==> config.mk <==
export PLATFORM = sky130hd
export DESIGN_NAME = schema_text_tokenizer
export DESIGN_NICKNAME = d
export VERILOG_FILES = /design/src/rtl/core/sst_pkg.sv /design/src/rtl/core/sst_scan.sv /design/src/rtl/core/sst_fifo.sv /design/src/rtl/core/schema_text_tokenizer.sv
export SDC_FILE = /design/constraint.sdc
export NUM_CORES = 2
export LEC_CHECK = 0
export ABC_AREA = 1
export BUFFER_PORTS_ARGS = -buffer_cell sky130_fd_sc_hd__buf_2
export CELL_PAD_IN_SITES_DETAIL_PLACEMENT = 0
export CELL_PAD_IN_SITES_GLOBAL_PLACEMENT = 1
export CORE_MARGIN = 4
export CORE_UTILIZATION = 48
export CTS_CLUSTER_SIZE = 25
export DETAILED_ROUTE_END_ITERATION = 6
export PLACE_DENSITY = 0.91
export SLEW_MARGIN = 0
export SYNTH_ARGS = -nofsm -noshare
export SYNTH_HDL_FRONTEND = slang
export SYNTH_SLANG_ARGS = --single-unit
==> constraint.sdc <==
create_clock -name i_clk -period 11.95 [get_ports i_clk]
set_input_delay 2.39 -clock i_clk [delete_from_list [all_inputs] [get_ports i_clk]]
set_output_delay 2.39 -clock i_clk [all_outputs]
set_load 0.02 [all_outputs]
==> src/rtl/core/sst_pkg.sv <==
// ----------------------------------------------------------------------------
// sst_pkg
// Shared types, token kinds and keyword table of the schema text tokenizer.
// ----------------------------------------------------------------------------
`default_nettype none

package sst_pkg;

    localparam int KwCount   = 23;
    localparam int KwMaxLen  = 8;

    localparam logic [5:0] KIND_IDENT   = 6'd23;
    localparam logic [5:0] KIND_INTEGER = 6'd24;
    localparam logic [5:0] KIND_PUNCT   = 6'd25;
    localparam logic [5:0] KIND_EOF     = 6'd34;
    localparam logic [5:0] KIND_NONE    = 6'd0;

    localparam logic [2:0] ERR_NONE     = 3'd0;
    localparam logic [2:0] ERR_OVERFLOW = 3'd1;
    localparam logic [2:0] ERR_NO_SPACE = 3'd2;
    localparam logic [2:0] ERR_CR       = 3'd3;
    localparam logic [2:0] ERR_BAD_BYTE = 3'd4;

    localparam logic OP_BYTE = 1'b0;
    localparam logic OP_END  = 1'b1;

    localparam logic [7:0] CH_HASH = 8'h23;
    localparam logic [7:0] CH_LF   = 8'h0a;
    localparam logic [7:0] CH_CR   = 8'h0d;
    localparam logic [7:0] CH_TAB  = 8'h09;
    localparam logic [7:0] CH_SP   = 8'h20;
    localparam logic [7:0] CH_US   = 8'h5f;

    localparam int TokBits  = 209;
    localparam int DataBits = 216;

    // one result item; keyword text in t_kw is right aligned, last char in the low byte
    typedef struct packed {
        logic [7:0]  bad_byte;
        logic [63:0] int_value;
        logic [31:0] column_no;
        logic [31:0] line_no;
        logic [31:0] token_length;
        logic [31:0] start_offset;
        logic [2:0]  error_code;
        logic [5:0]  kind;
    } t_tok;

    typedef struct packed {
        logic [63:0] text;
        logic [3:0]  len;
    } t_kw;

    localparam t_kw KW_TABLE [KwCount] = '{
        '{64'("type"), 4'd4}, '{64'("uint"), 4'd4}, '{64'("u8"), 4'd2},
        '{64'("u16"), 4'd3}, '{64'("u32"), 4'd3}, '{64'("u64"), 4'd3},
        '{64'("int"), 4'd3}, '{64'("i8"), 4'd2}, '{64'("i16"), 4'd3},
        '{64'("i32"), 4'd3}, '{64'("i64"), 4'd3}, '{64'("f32"), 4'd3},
        '{64'("f64"), 4'd3}, '{64'("bool"), 4'd4}, '{64'("str"), 4'd3},
        '{64'("data"), 4'd4}, '{64'("void"), 4'd4}, '{64'("enum"), 4'd4},
        '{64'("optional"), 4'd8}, '{64'("list"), 4'd4}, '{64'("map"), 4'd3},
        '{64'("union"), 4'd5}, '{64'("struct"), 4'd6}
    };

    localparam logic [7:0] PUNCT_TABLE [9] = '{
        8'h7b, 8'h7d, 8'h3c, 8'h3e, 8'h5b, 8'h5d, 8'h3a, 8'h7c, 8'h3d
    };

    // chars: char i in byte i; cnt clipped, 9 means too long for any keyword
    function automatic logic [5:0] kw_lookup(logic [63:0] chars, logic [3:0] cnt);
        logic [5:0] kind;
        logic       hit;
        kind = KIND_IDENT;
        for (int k = KwCount - 1; k >= 0; k--) begin
            hit = (cnt == KW_TABLE[k].len);
            for (int i = 0; i < KwMaxLen; i++) begin
                if (i < int'(KW_TABLE[k].len)) begin
                    hit = hit && (chars[i*8 +: 8] ==
                        KW_TABLE[k].text[(int'(KW_TABLE[k].len) - 1 - i)*8 +: 8]);
                end
            end
            if (hit) begin
                kind = 6'(k);
            end
        end
        return kind;
    endfunction

    function automatic logic char_letter(logic [7:0] b);
        return (b >= 8'h61 && b <= 8'h7a) || (b >= 8'h41 && b <= 8'h5a);
    endfunction

    function automatic logic char_num(logic [7:0] b);
        return b >= 8'h30 && b <= 8'h39;
    endfunction

endpackage

`default_nettype wire

==> src/rtl/core/sst_scan.sv <==
// ----------------------------------------------------------------------------
// sst_scan
// Scanner state and per-byte token logic; gives up to two results per request.
// ----------------------------------------------------------------------------
`default_nettype none

module sst_scan #(
    parameter int POS_BITS      = 32,
    parameter int KEYWORD_CHARS = 8
) (
    input  wire logic           i_clk,
    input  wire logic           i_rst_n,
    input  wire logic           i_take,
    input  wire logic           i_op,
    input  wire logic [7:0]     i_byte,
    output sst_pkg::t_tok       o_res0,
    output sst_pkg::t_tok       o_res1,
    output logic                o_last0,
    output logic [1:0]          o_count
);

    localparam int CW   = $clog2(KEYWORD_CHARS + 2);
    localparam int IDXW = $clog2(KEYWORD_CHARS);

    typedef enum logic [2:0] {
        M_IDLE, M_COMMENT, M_IDENT, M_INTEGER, M_ERROR
    } t_mode;

    t_mode                r_mode, n_mode;
    logic [POS_BITS-1:0]  r_pos, n_pos, r_line, n_line, r_col, n_col;
    logic [POS_BITS-1:0]  r_tpos, n_tpos, r_tline, n_tline, r_tcol, n_tcol;
    logic [7:0]           r_chars [KEYWORD_CHARS];
    logic [7:0]           n_chars [KEYWORD_CHARS];
    logic [CW-1:0]        r_cnt, n_cnt;
    logic [63:0]          r_acc, n_acc;

    // clip a counter to the 32-bit result field
    function automatic logic [31:0] out32(logic [POS_BITS-1:0] v);
        logic [POS_BITS+31:0] ext;
        ext = {32'b0, v};
        return (|ext[POS_BITS+31:32]) ? 32'hffff_ffff : ext[31:0];
    endfunction

    function automatic logic [POS_BITS-1:0] sat_inc(logic [POS_BITS-1:0] v);
        return (&v) ? v : v + 1'b1;
    endfunction

    function automatic sst_pkg::t_tok mk(logic [5:0] kind, logic [2:0] err,
        logic [POS_BITS-1:0] off, logic [POS_BITS-1:0] len,
        logic [POS_BITS-1:0] line, logic [POS_BITS-1:0] col,
        logic [63:0] val, logic [7:0] bad);
        sst_pkg::t_tok t;
        t.kind = kind;
        t.error_code = err;
        t.start_offset = out32(off);
        t.token_length = out32(len);
        t.line_no = out32(line);
        t.column_no = out32(col);
        t.int_value = val;
        t.bad_byte = bad;
        return t;
    endfunction

    logic [63:0]          kw_chars;
    logic [3:0]           kw_cnt;
    logic [5:0]           ident_kind;
    logic [67:0]          acc_next;
    logic [POS_BITS-1:0]  tok_len;
    sst_pkg::t_tok        res [2];
    logic [1:0]           n_res;
    logic                 adv, bnd, fresh, punct_hit;
    logic [5:0]           punct_kind;

    // keyword match over the first buffered chars
    always_comb begin
        for (int i = 0; i < sst_pkg::KwMaxLen; i++) begin
            kw_chars[i*8 +: 8] = r_chars[i];
        end
        kw_cnt = (r_cnt > CW'(sst_pkg::KwMaxLen)) ? 4'd9 : 4'(r_cnt);
        ident_kind = sst_pkg::kw_lookup(kw_chars, kw_cnt);
        acc_next = {1'b0, r_acc, 3'b0} + {3'b0, r_acc, 1'b0} + {64'b0, i_byte[3:0]};
        tok_len = r_pos - r_tpos;
        punct_hit = 1'b0;
        punct_kind = sst_pkg::KIND_PUNCT;
        for (int k = 0; k < 9; k++) begin
            if (i_byte == sst_pkg::PUNCT_TABLE[k]) begin
                punct_hit = 1'b1;
                punct_kind = sst_pkg::KIND_PUNCT + 6'(k);
            end
        end
    end

    // next state and results
    always_comb begin
        n_mode = r_mode; n_pos = r_pos; n_line = r_line; n_col = r_col;
        n_tpos = r_tpos; n_tline = r_tline; n_tcol = r_tcol;
        n_chars = r_chars; n_cnt = r_cnt; n_acc = r_acc;
        res[0] = '0; res[1] = '0; n_res = 2'd0;
        adv = 1'b0; bnd = 1'b0; fresh = 1'b0;
        if (i_op == sst_pkg::OP_END) begin
            fresh = 1'b1;
            if (r_mode != M_ERROR) begin
                if (r_mode == M_IDENT) begin
                    res[0] = mk(ident_kind, sst_pkg::ERR_NONE, r_tpos, tok_len,
                                r_tline, r_tcol, 64'd0, 8'd0);
                    n_res = 2'd1;
                end else if (r_mode == M_INTEGER) begin
                    res[0] = mk(sst_pkg::KIND_INTEGER, sst_pkg::ERR_NONE, r_tpos,
                                tok_len, r_tline, r_tcol, r_acc, 8'd0);
                    n_res = 2'd1;
                end
                res[n_res[0]] = mk(sst_pkg::KIND_EOF, sst_pkg::ERR_NONE, r_pos,
                                   '0, r_line, r_col, 64'd0, 8'd0);
                n_res = n_res + 2'd1;
            end
        end else begin
            case (r_mode)
                M_COMMENT: begin
                    if (i_byte == sst_pkg::CH_LF) begin
                        n_mode = M_IDLE;
                    end
                    adv = 1'b1;
                end
                M_IDENT: begin
                    if (sst_pkg::char_letter(i_byte) || sst_pkg::char_num(i_byte) ||
                        i_byte == sst_pkg::CH_US) begin
                        if (r_cnt < CW'(KEYWORD_CHARS)) begin
                            n_chars[r_cnt[IDXW-1:0]] = i_byte;
                        end
                        if (r_cnt <= CW'(KEYWORD_CHARS)) begin
                            n_cnt = r_cnt + 1'b1;
                        end
                        adv = 1'b1;
                    end else begin
                        res[0] = mk(ident_kind, sst_pkg::ERR_NONE, r_tpos, tok_len,
                                    r_tline, r_tcol, 64'd0, 8'd0);
                        n_res = 2'd1;
                        bnd = 1'b1;
                    end
                end
                M_INTEGER: begin
                    if (sst_pkg::char_num(i_byte)) begin
                        if (|acc_next[67:64]) begin
                            n_mode = M_ERROR;
                            res[0] = mk(sst_pkg::KIND_NONE, sst_pkg::ERR_OVERFLOW,
                                        r_tpos, '0, r_tline, r_tcol, 64'd0, 8'd0);
                            n_res = 2'd1;
                        end else begin
                            n_acc = acc_next[63:0];
                            adv = 1'b1;
                        end
                    end else if (sst_pkg::char_letter(i_byte) ||
                                 i_byte == sst_pkg::CH_US) begin
                        n_mode = M_ERROR;
                        res[0] = mk(sst_pkg::KIND_NONE, sst_pkg::ERR_NO_SPACE, r_pos,
                                    '0, r_line, r_col, 64'd0, 8'd0);
                        n_res = 2'd1;
                    end else begin
                        res[0] = mk(sst_pkg::KIND_INTEGER, sst_pkg::ERR_NONE, r_tpos,
                                    tok_len, r_tline, r_tcol, r_acc, 8'd0);
                        n_res = 2'd1;
                        bnd = 1'b1;
                    end
                end
                M_ERROR: begin
                    n_mode = M_ERROR;
                end
                default: begin
                    bnd = 1'b1;
                end
            endcase
            // byte at a token boundary
            if (bnd) begin
                n_mode = M_IDLE;
                if (i_byte == sst_pkg::CH_SP || i_byte == sst_pkg::CH_TAB ||
                    i_byte == sst_pkg::CH_LF) begin
                    adv = 1'b1;
                end else if (i_byte == sst_pkg::CH_HASH) begin
                    n_mode = M_COMMENT;
                    adv = 1'b1;
                end else if (sst_pkg::char_letter(i_byte)) begin
                    n_tpos = r_pos; n_tline = r_line; n_tcol = r_col;
                    n_chars[0] = i_byte;
                    n_cnt = CW'(1);
                    n_mode = M_IDENT;
                    adv = 1'b1;
                end else if (sst_pkg::char_num(i_byte)) begin
                    n_tpos = r_pos; n_tline = r_line; n_tcol = r_col;
                    n_acc = {60'b0, i_byte[3:0]};
                    n_mode = M_INTEGER;
                    adv = 1'b1;
                end else if (punct_hit) begin
                    res[n_res[0]] = mk(punct_kind, sst_pkg::ERR_NONE, r_pos,
                                       POS_BITS'(1), r_line, r_col, 64'd0, 8'd0);
                    n_res = n_res + 2'd1;
                    adv = 1'b1;
                end else begin
                    n_mode = M_ERROR;
                    res[n_res[0]] = mk(sst_pkg::KIND_NONE,
                        (i_byte == sst_pkg::CH_CR) ? sst_pkg::ERR_CR : sst_pkg::ERR_BAD_BYTE,
                        r_pos, '0, r_line, r_col, 64'd0, i_byte);
                    n_res = n_res + 2'd1;
                end
            end
        end
        // position, line and column move past the byte
        if (adv) begin
            n_pos = sat_inc(r_pos);
            if (i_byte == sst_pkg::CH_LF) begin
                n_line = sat_inc(r_line);
                n_col = POS_BITS'(1);
            end else begin
                n_col = sat_inc(r_col);
            end
        end
        if (fresh) begin
            n_mode = M_IDLE; n_pos = '0; n_line = POS_BITS'(1); n_col = POS_BITS'(1);
            n_tpos = '0; n_tline = POS_BITS'(1); n_tcol = POS_BITS'(1);
            n_cnt = '0; n_acc = '0;
        end
    end

    assign o_res0  = res[0];
    assign o_res1  = res[1];
    assign o_count = i_take ? n_res : 2'd0;
    assign o_last0 = (n_res == 2'd1);

    // scanner state
    always_ff @(posedge i_clk) begin
        if (!i_rst_n) begin
            r_mode <= M_IDLE; r_pos <= '0; r_line <= POS_BITS'(1); r_col <= POS_BITS'(1);
            r_tpos <= '0; r_tline <= POS_BITS'(1); r_tcol <= POS_BITS'(1);
            r_cnt <= '0; r_acc <= '0;
        end else if (i_take) begin
            r_mode <= n_mode; r_pos <= n_pos; r_line <= n_line; r_col <= n_col;
            r_tpos <= n_tpos; r_tline <= n_tline; r_tcol <= n_tcol;
            r_cnt <= n_cnt; r_acc <= n_acc;
        end
    end

    // identifier chars, no reset
    always_ff @(posedge i_clk) begin
        if (i_take) begin
            r_chars <= n_chars;
        end
    end

endmodule

`default_nettype wire

==> src/rtl/core/sst_fifo.sv <==
// ----------------------------------------------------------------------------
// sst_fifo
// Four-entry result queue; takes up to two results a cycle, gives one.
// ----------------------------------------------------------------------------
`default_nettype none

module sst_fifo (
    input  wire logic           i_clk,
    input  wire logic           i_rst_n,
    input  wire logic [1:0]     i_push,
    input  wire logic [sst_pkg::TokBits:0] i_d0,
    input  wire logic [sst_pkg::TokBits:0] i_d1,
    input  wire logic           i_pop,
    output logic [sst_pkg::TokBits:0] o_head,
    output logic                o_valid,
    output logic                o_room2
);

    logic [sst_pkg::TokBits:0] r_mem [4];
    logic [1:0] r_wp, r_rp;
    logic [2:0] r_count, n_count;
    logic       pop_ok;

    assign pop_ok  = i_pop && (r_count != 3'd0);
    assign n_count = r_count + {1'b0, i_push} - {2'b0, pop_ok};
    assign o_head  = r_mem[r_rp];
    assign o_valid = (r_count != 3'd0);
    assign o_room2 = (r_count <= 3'd2);

    // pointers and fill count
    always_ff @(posedge i_clk) begin
        if (!i_rst_n) begin
            r_wp <= '0; r_rp <= '0; r_count <= '0;
        end else begin
            r_wp <= r_wp + i_push;
            r_rp <= r_rp + {1'b0, pop_ok};
            r_count <= n_count;
        end
    end

    // entries
    always_ff @(posedge i_clk) begin
        if (i_push != 2'd0) begin
            r_mem[r_wp] <= i_d0;
        end
        if (i_push == 2'd2) begin
            r_mem[r_wp + 2'd1] <= i_d1;
        end
    end

    a_count_max: assert property (@(posedge i_clk) disable iff (!i_rst_n)
        r_count <= 3'd4) else $error("result queue overfilled");
    a_count_track: assert property (@(posedge i_clk) disable iff (!i_rst_n)
        $past(i_rst_n) |-> r_count == $past(n_count))
        else $error("fill count out of step");
    a_push_room: assert property (@(posedge i_clk) disable iff (!i_rst_n)
        (i_push != 2'd0) |-> (r_count + {1'b0, i_push} <= 3'd4 + {2'b0, pop_ok}))
        else $error("push without room");

endmodule

`default_nettype wire

==> src/rtl/core/schema_text_tokenizer.sv <==
// ----------------------------------------------------------------------------
// schema_text_tokenizer
// Turns a stream of source bytes into schema tokens with their locations.
// ----------------------------------------------------------------------------
//  channel   dir  tdata                 tuser  tlast
//  s_axis    in   byte_in[7:0]          op     -
//  m_axis    out  token fields (216 b)  -      last_of_run
//
//  One request is taken per cycle while the four-entry result queue has room
//  for two results; each gives zero, one or two results.
//  Results leave the queue one per cycle while m_axis_tready is high, so
//  requests that give two results each cannot all be taken back to back.
//  A stalled output backs up the queue and then holds the input; synchronous
//  reset, active low, clears the scanner and empties the queue.
// ----------------------------------------------------------------------------
`default_nettype none

module schema_text_tokenizer #(
    parameter int POS_BITS      = 32,
    parameter int KEYWORD_CHARS = 8
) (
    input  wire logic        i_clk,
    input  wire logic        i_rst_n,
    input  wire logic        s_axis_tvalid,
    output logic             s_axis_tready,
    input  wire logic [7:0]  s_axis_tdata,   // byte_in
    input  wire logic        s_axis_tuser,   // op
    output logic             m_axis_tvalid,
    input  wire logic        m_axis_tready,
    // kind, error_code, start_offset, token_length, line_no, column_no,
    // int_value, bad_byte, zero pad
    output logic [sst_pkg::DataBits-1:0] m_axis_tdata,
    output logic             m_axis_tlast    // last_of_run
);

    logic                     take, last0, room2;
    logic [1:0]               count;
    sst_pkg::t_tok            res0, res1;
    logic [sst_pkg::TokBits:0] head;

    assign s_axis_tready = room2;
    assign take = s_axis_tvalid && room2;

    sst_scan #(.POS_BITS(POS_BITS), .KEYWORD_CHARS(KEYWORD_CHARS)) u_scan (
        .i_clk, .i_rst_n, .i_take(take), .i_op(s_axis_tuser), .i_byte(s_axis_tdata),
        .o_res0(res0), .o_res1(res1), .o_last0(last0), .o_count(count)
    );

    sst_fifo u_fifo (
        .i_clk, .i_rst_n, .i_push(count),
        .i_d0({last0, res0}), .i_d1({1'b1, res1}),
        .i_pop(m_axis_tready), .o_head(head), .o_valid(m_axis_tvalid), .o_room2(room2)
    );

    assign m_axis_tdata = {7'b0, head[sst_pkg::TokBits-1:0]};
    assign m_axis_tlast = head[sst_pkg::TokBits];

endmodule

`default_nettype wire
; ---- Word level (Yosys, flattened, before mapping)
; Memories as Yosys holds them, arrays and structs flattened. A register that Yosys moved wholly into a read port is not among the register bits.
; Index checks and enable logic that the tools add are counted.
[totals]
regBits = 334
mem_bits_rw = 840
in_bits = 13
elab_cells = 434
mem_count = 1
[mem_list]
columns = memory, depth, width, rd, rd_clocked_by_memory_dff, wr, line_no
row1 = u_fifo.r_mem, 4, 210, 1, 1, 2, sst_fifo.sv:19  ; logic [sst_pkg::TokBits:0] r_mem [4];
[classes]
n_addsub = 14
magnitude_cmp = 16
n_eq_ne = 87
n_mux = 180
n_bitwise = 4
n_reduce_logical = 112
[ops]
columns = cell, count
row1 = $mux 418, 8
row2 = $mux 209, 7
row3 = $bwmux 418, 3
row4 = $mux 32, 32
row5 = $mux 64, 13
row6 = $demux 209 s1, 2
row7 = $pmux 209 s2, 1
row8 = $mux 201, 2
row9 = $eq 8x7->1 const B, 49
row10 = $mux 137, 2
row11 = $mux 6, 24
row12 = $eq 8x6->1 const B, 13
row13 = $add 32x1->32 const B, 3
row14 = $reduce_and 32->1, 3
row15 = $logic_and 1x1->1, 86
row16 = $add 67x65->68, 1
row17 = $add 68x4->68, 1
row18 = $bwmux 64, 1
row19 = $mux 3, 17
row20 = $mux 4, 10
row21 = $mux 8, 5
row22 = $mux 1, 33
row23 = $sub 32x32->32, 1
row24 = $mux 2, 15
row25 = other kinds (50), 81

; ---- Logic depth before layout (Yosys ltp)
[depth]
depth_word = 43
mapped_depth = 34
depth_no_buf = 34

; ---- Modules after synthesis
; From an unflattened synthesis, not the netlist that was laid out.
[hier_totals]
cells_unflattened = 9728
area_unflattened_um2 = 73356.6
[modules_own_cells]
columns = mod, instances, cells_each, area_each_um2
row1 = sst_fifo, 1, 4169, 40592.7
row2 = sst_scan, 1, 5548, 32696.4
row3 = schema_text_tokenizer, 1, 11, 67.6

; ---- Least setup slack after synthesis
; No wires, ideal clock.
[synth_timing]
kind = input to register
startpoint = input port s_axis_tdata[3]
endpoint = memory u_fifo.r_mem[0][0] in the netlist's numbering (enable)
setup_ns = 1.647
arrival_time_ns = 9.376
setup_slack_ns = 0.927
stages = 29
path_buffers = 2
cell_sequence = fa_1 inv_1 fa_1 nand3b_1 nand2_1 nand2_1 nand2_1 nand2_1 nand2_1 nand2_1 nand2_1 nand2_1 nand3_1 nand2_1 nor2_2 nand3_1 nand2_1 nand2_1 ha_1 o21ai_1 inv_1 nand2_2 nand2_2 nand2_2 nand2_4 nand2_2 buf_4 buf_4 nand2_1
[synth_rtl]
columns = element, line_no
row1 = "start, declared", schema_text_tokenizer.sv:26  ; input wire logic [7:0] s_axis_tdata,
row2 = "end, declared", sst_fifo.sv:19

==> results.md <==
* Register bank with the most flops: u_fifo.r_mem
* Avg Inst Size Synth at 7.777 um^2
* Total number of H-tree levels at 4
* Die area at between 150000 and 200000 um^2
* WL met1 at 100.3 mm
* Routed wire length per instance at 22.88 um
* Number of buffers created by CTS at 134
* Pwr dens at 169.9 nW/um^2
* Crit end category: flop
* Most area-consuming cells after synthesis: edfxtp_1, nand2_1, dfxtp_1
* RSZ-0062 raised after global routing: false
* Final instance area at around 76000 um^2
* Crit path arrival time at 9.99 ns
* Drt initial violations at 8678
* Max-Cap Viols at 0
* Worst Hold Depth at 2
* Largest net degree at the start of global routing at 247
* Worst-path clk slew at about 0.06 ns
* Mapped Cells at ~8900
* Lkg Pwr at 26.79 nW
* Die width at 388.8 um
* Critical path class: input pin to flop
* Synth async-reset ratio at 0
* Outcome: finished, violations left
* Root Buffer: clkbuf_16
* Max-slew violations at 20
* Worst ir drop on vdd at 0.0001775 V
* Post-DRT Antenna Nets at 0
* HPWL Detailed at 148.6 mm
* Measured slew at the worst slew-check pin at 1.513 ns
* Max Clock Freq at ~100 MHz
* Final Critical Period at around 9.6 ns
* Layout cell share with drive strength beyond 1 at 0.07515
* Top-area cell type share of the netlist area at 0.3884
* Postcts setup bufs at 0
* Top Layer Used: met5
* Slew margin rel. at -0.008999
* Setup-failing EPs final at 0
* Final period utilization at 0.8003
* Worst hold start: u_fifo.r_mem[1][209]
* Critical path's largest stage delay at 0.79 ns
* Critical-path top delay cell: nand2_4
* Starting density of the core at 0.4838
* FILL cells at roughly 13000
* CORE AREA at roughly 140000 um^2
* Hold Path Sink: u_fifo.r_mem[1][209]
* Clock Path Buffers at 3
* Die Y at 388.8 um
* First-pass GRT wire length at 372.5 mm
* Number of flops mapped to enable cells by yosys at 900
* Most used flip-flop cell after synthesis: edfxtp_1
* Worst Setup Start Kind: input pin
* CTS hold repair buffers at 0
* Synthesized area at between 60000 and 70000 um^2
* Sw Ratio at 0.3830
* CTS tree: done
* Flops & latches, synth at 1174
* Routed wire length at 245.4 mm
* Gate power share at 0.300
* Critical path's most frequent cell: nand2_1
* RePlAce Congestion at 0.9295
* Failing checks: DRC, slew limit
* Non-filler instance count after layout at around 11000
* Top cells by count, synth: nand2_1, nor2_1, nand3_1
* Worst reg2reg setup slack at between 3 and 4 ns
* DRT Pass-1 Iters at 7
* Crit path max fanout at between 100 and 150
* Setup slack at placement at 1.673 ns
* Ports at 232
* Clock Sinks at roughly 1200
* GRT Overall Usage at 0.3139
* Vias per cell at between 6 and 7
* Worst Skew at 0.03290 ns
* Num rows at roughly 140
* Top-count cell post-synth: nand2_1
* Placed insts at ~10000
* Met2 wire length at 106.7 mm
* Post-route setup slack at 2.387 ns
* Post-CTS sizing at 0
* Clock power frac at 0.325
* Power Internal at 7.921 mW
* # port buffers at 224
* CP required at 12.38 ns
* Setup TNS Final at 0 ns
* DRC viols at 1
* Antenna violations before repair at 8
* Gr ovfl total at 0
* Final net count at 8897
* Class of the worst hold path: flop to flop
* Vias in the first global route at around 62000
* Register area share after synthesis at 0.4672
* Hold Fails Final Rpt at 0
* Crit Reg-Reg Endpoint: u_fifo.r_mem[2][100]
* Max reg flops at 840
* Placed instance area at a little over 70000 um^2
* Flop pwr share at 0.375
* R2r worst-path depth at 29
* Sw power at 4.916 mW
* Leading area contributor after synthesis: edfxtp_1
* Synth warn at 0
* Worst r2r src: u_scan.r_acc[1]
* Clock Latency Late Sink at 0.80 ns
* Area delta synth->final at 8.553%
* DR vias at 66235
* Post-synth cell types at 63
* Metal3 WL at 29.93 mm
[routing by layer]
metal,GRT usage,vias to the layer above
met1,0.4372,31405
met5,0,-
met2,0.4764,4091
met4,0.1173,4
met3,0.07432,560
li1,-,30175
[critical path, delay by kind of cell]
kind,cells,cell delay [ns]
AO/OA/AOI/OAI,1,0.07
buffers and inverters,4,0.77
AND/OR/NAND/NOR,21,5.19
adder cells (fa/ha/maj),4,1.39
[worst max-delay path by stage]
| stage | startpoint | to |
|---|---|---|
| after CTS | s_axis_tdata[2] | u_fifo.r_mem[2][101] |
| after detailed placement | s_axis_tdata[2] | u_fifo.r_mem[2][111] |
| final | s_axis_tdata[2] | u_fifo.r_mem[2][100] |
| after floorplan | s_axis_tdata[3] | u_fifo.r_mem[0][0] |
| after global routing | s_axis_tdata[2] | u_fifo.r_mem[2][134] |
| after global placement | s_axis_tdata[2] | u_fifo.r_mem[2][96] |
[logic make-up after synthesis]
logic type	share of synthesized area
AOI/OAI and AO/OA	0.1547
xor gates and xnor gates	0.01385
adders and majority gates	0.03190
buffers and inverters	0.08026
DFF	0.4672
other	0.00005389
and+or+nand+nor	0.2520
[placed cells by master, fill, tap and decap left out, types with 9 or more instances in the layout]
cell type | netlist | layout
xnor2_1 | 39 | 39
nor3_1 | 182 | 182
clkinv_2 | 0 | 26
nand3_1 | 912 | 909
xor2_1 | 71 | 71
a22oi_1 | 97 | 97
clkbuf_1 | 434 | 36
nor2_2 | 10 | 9
o211ai_1 | 18 | 18
o22ai_1 | 214 | 214
edfxtp_1 | 900 | 900
o221ai_1 | 57 | 57
clkbuf_16 | 0 | 136
a31oi_1 | 9 | 9
o21bai_1 | 14 | 14
nand4_1 | 68 | 68
o21ai_1 | 222 | 222
ha_1 | 171 | 171
inv_1 | 588 | 585
buf_12 | 0 | 19
o21ai_0 | 734 | 734
dfxtp_1 | 274 | 272
nor2_4 | 6 | 13
nor2_1 | 1206 | 1200
nand2_1 | 1690 | 1683
nor4_1 | 36 | 36
a21oi_1 | 549 | 549
buf_2 | 156 | 224
buf_4 | 51 | 64
clkinv_1 | 8 | 20
bufinv_16 | 0 | 12
o21a_1 | 10 | 10
nand2_2 | 14 | 12
inv_2 | 84 | 87
[per-stage QoR]
step                  util  total power [mW]  hold WS (ns)
floorplan                -             7.235        0.4236
global placement    0.4947             8.640        0.4413
detailed placement  0.4947             8.684        0.4459
CTS                 0.5252             12.81        0.4612
global route        0.5252             13.28        0.4745
finish              0.5252             12.84        0.4595
[power by group through the flow]
stage	clock (mW)	combinational (mW)	sequential [mW]
5_1_grt	4.36	4.09	4.83
6_report	4.17	3.85	4.81
4_1_cts	4.20	3.80	4.81
3_5_place_dp	0	3.79	4.89
3_3_place_gp	0	3.76	4.88
2_1_floorplan	0	2.37	4.87
[final cells by class]
| cell class | instances | area [um^2] | area share |
|---|---|---|---|
| diodes | 2 | 5.005 | 0.00006625 |
| inverters | 680 | 2576 | 0.03410 |
| repair buffers | 307 | 1982 | 0.02624 |
| clock buffers | 172 | 3538 | 0.04684 |
| flip-flops and latches | 1174 | 32520 | 0.4305 |
| multi-input cells | 6412 | 31700 | 0.4196 |
| clock inverters | 77 | 838.3 | 0.01110 |
| well taps | 1903 | 2381 | 0.03152 |
(Power assumes the default switching activity.)
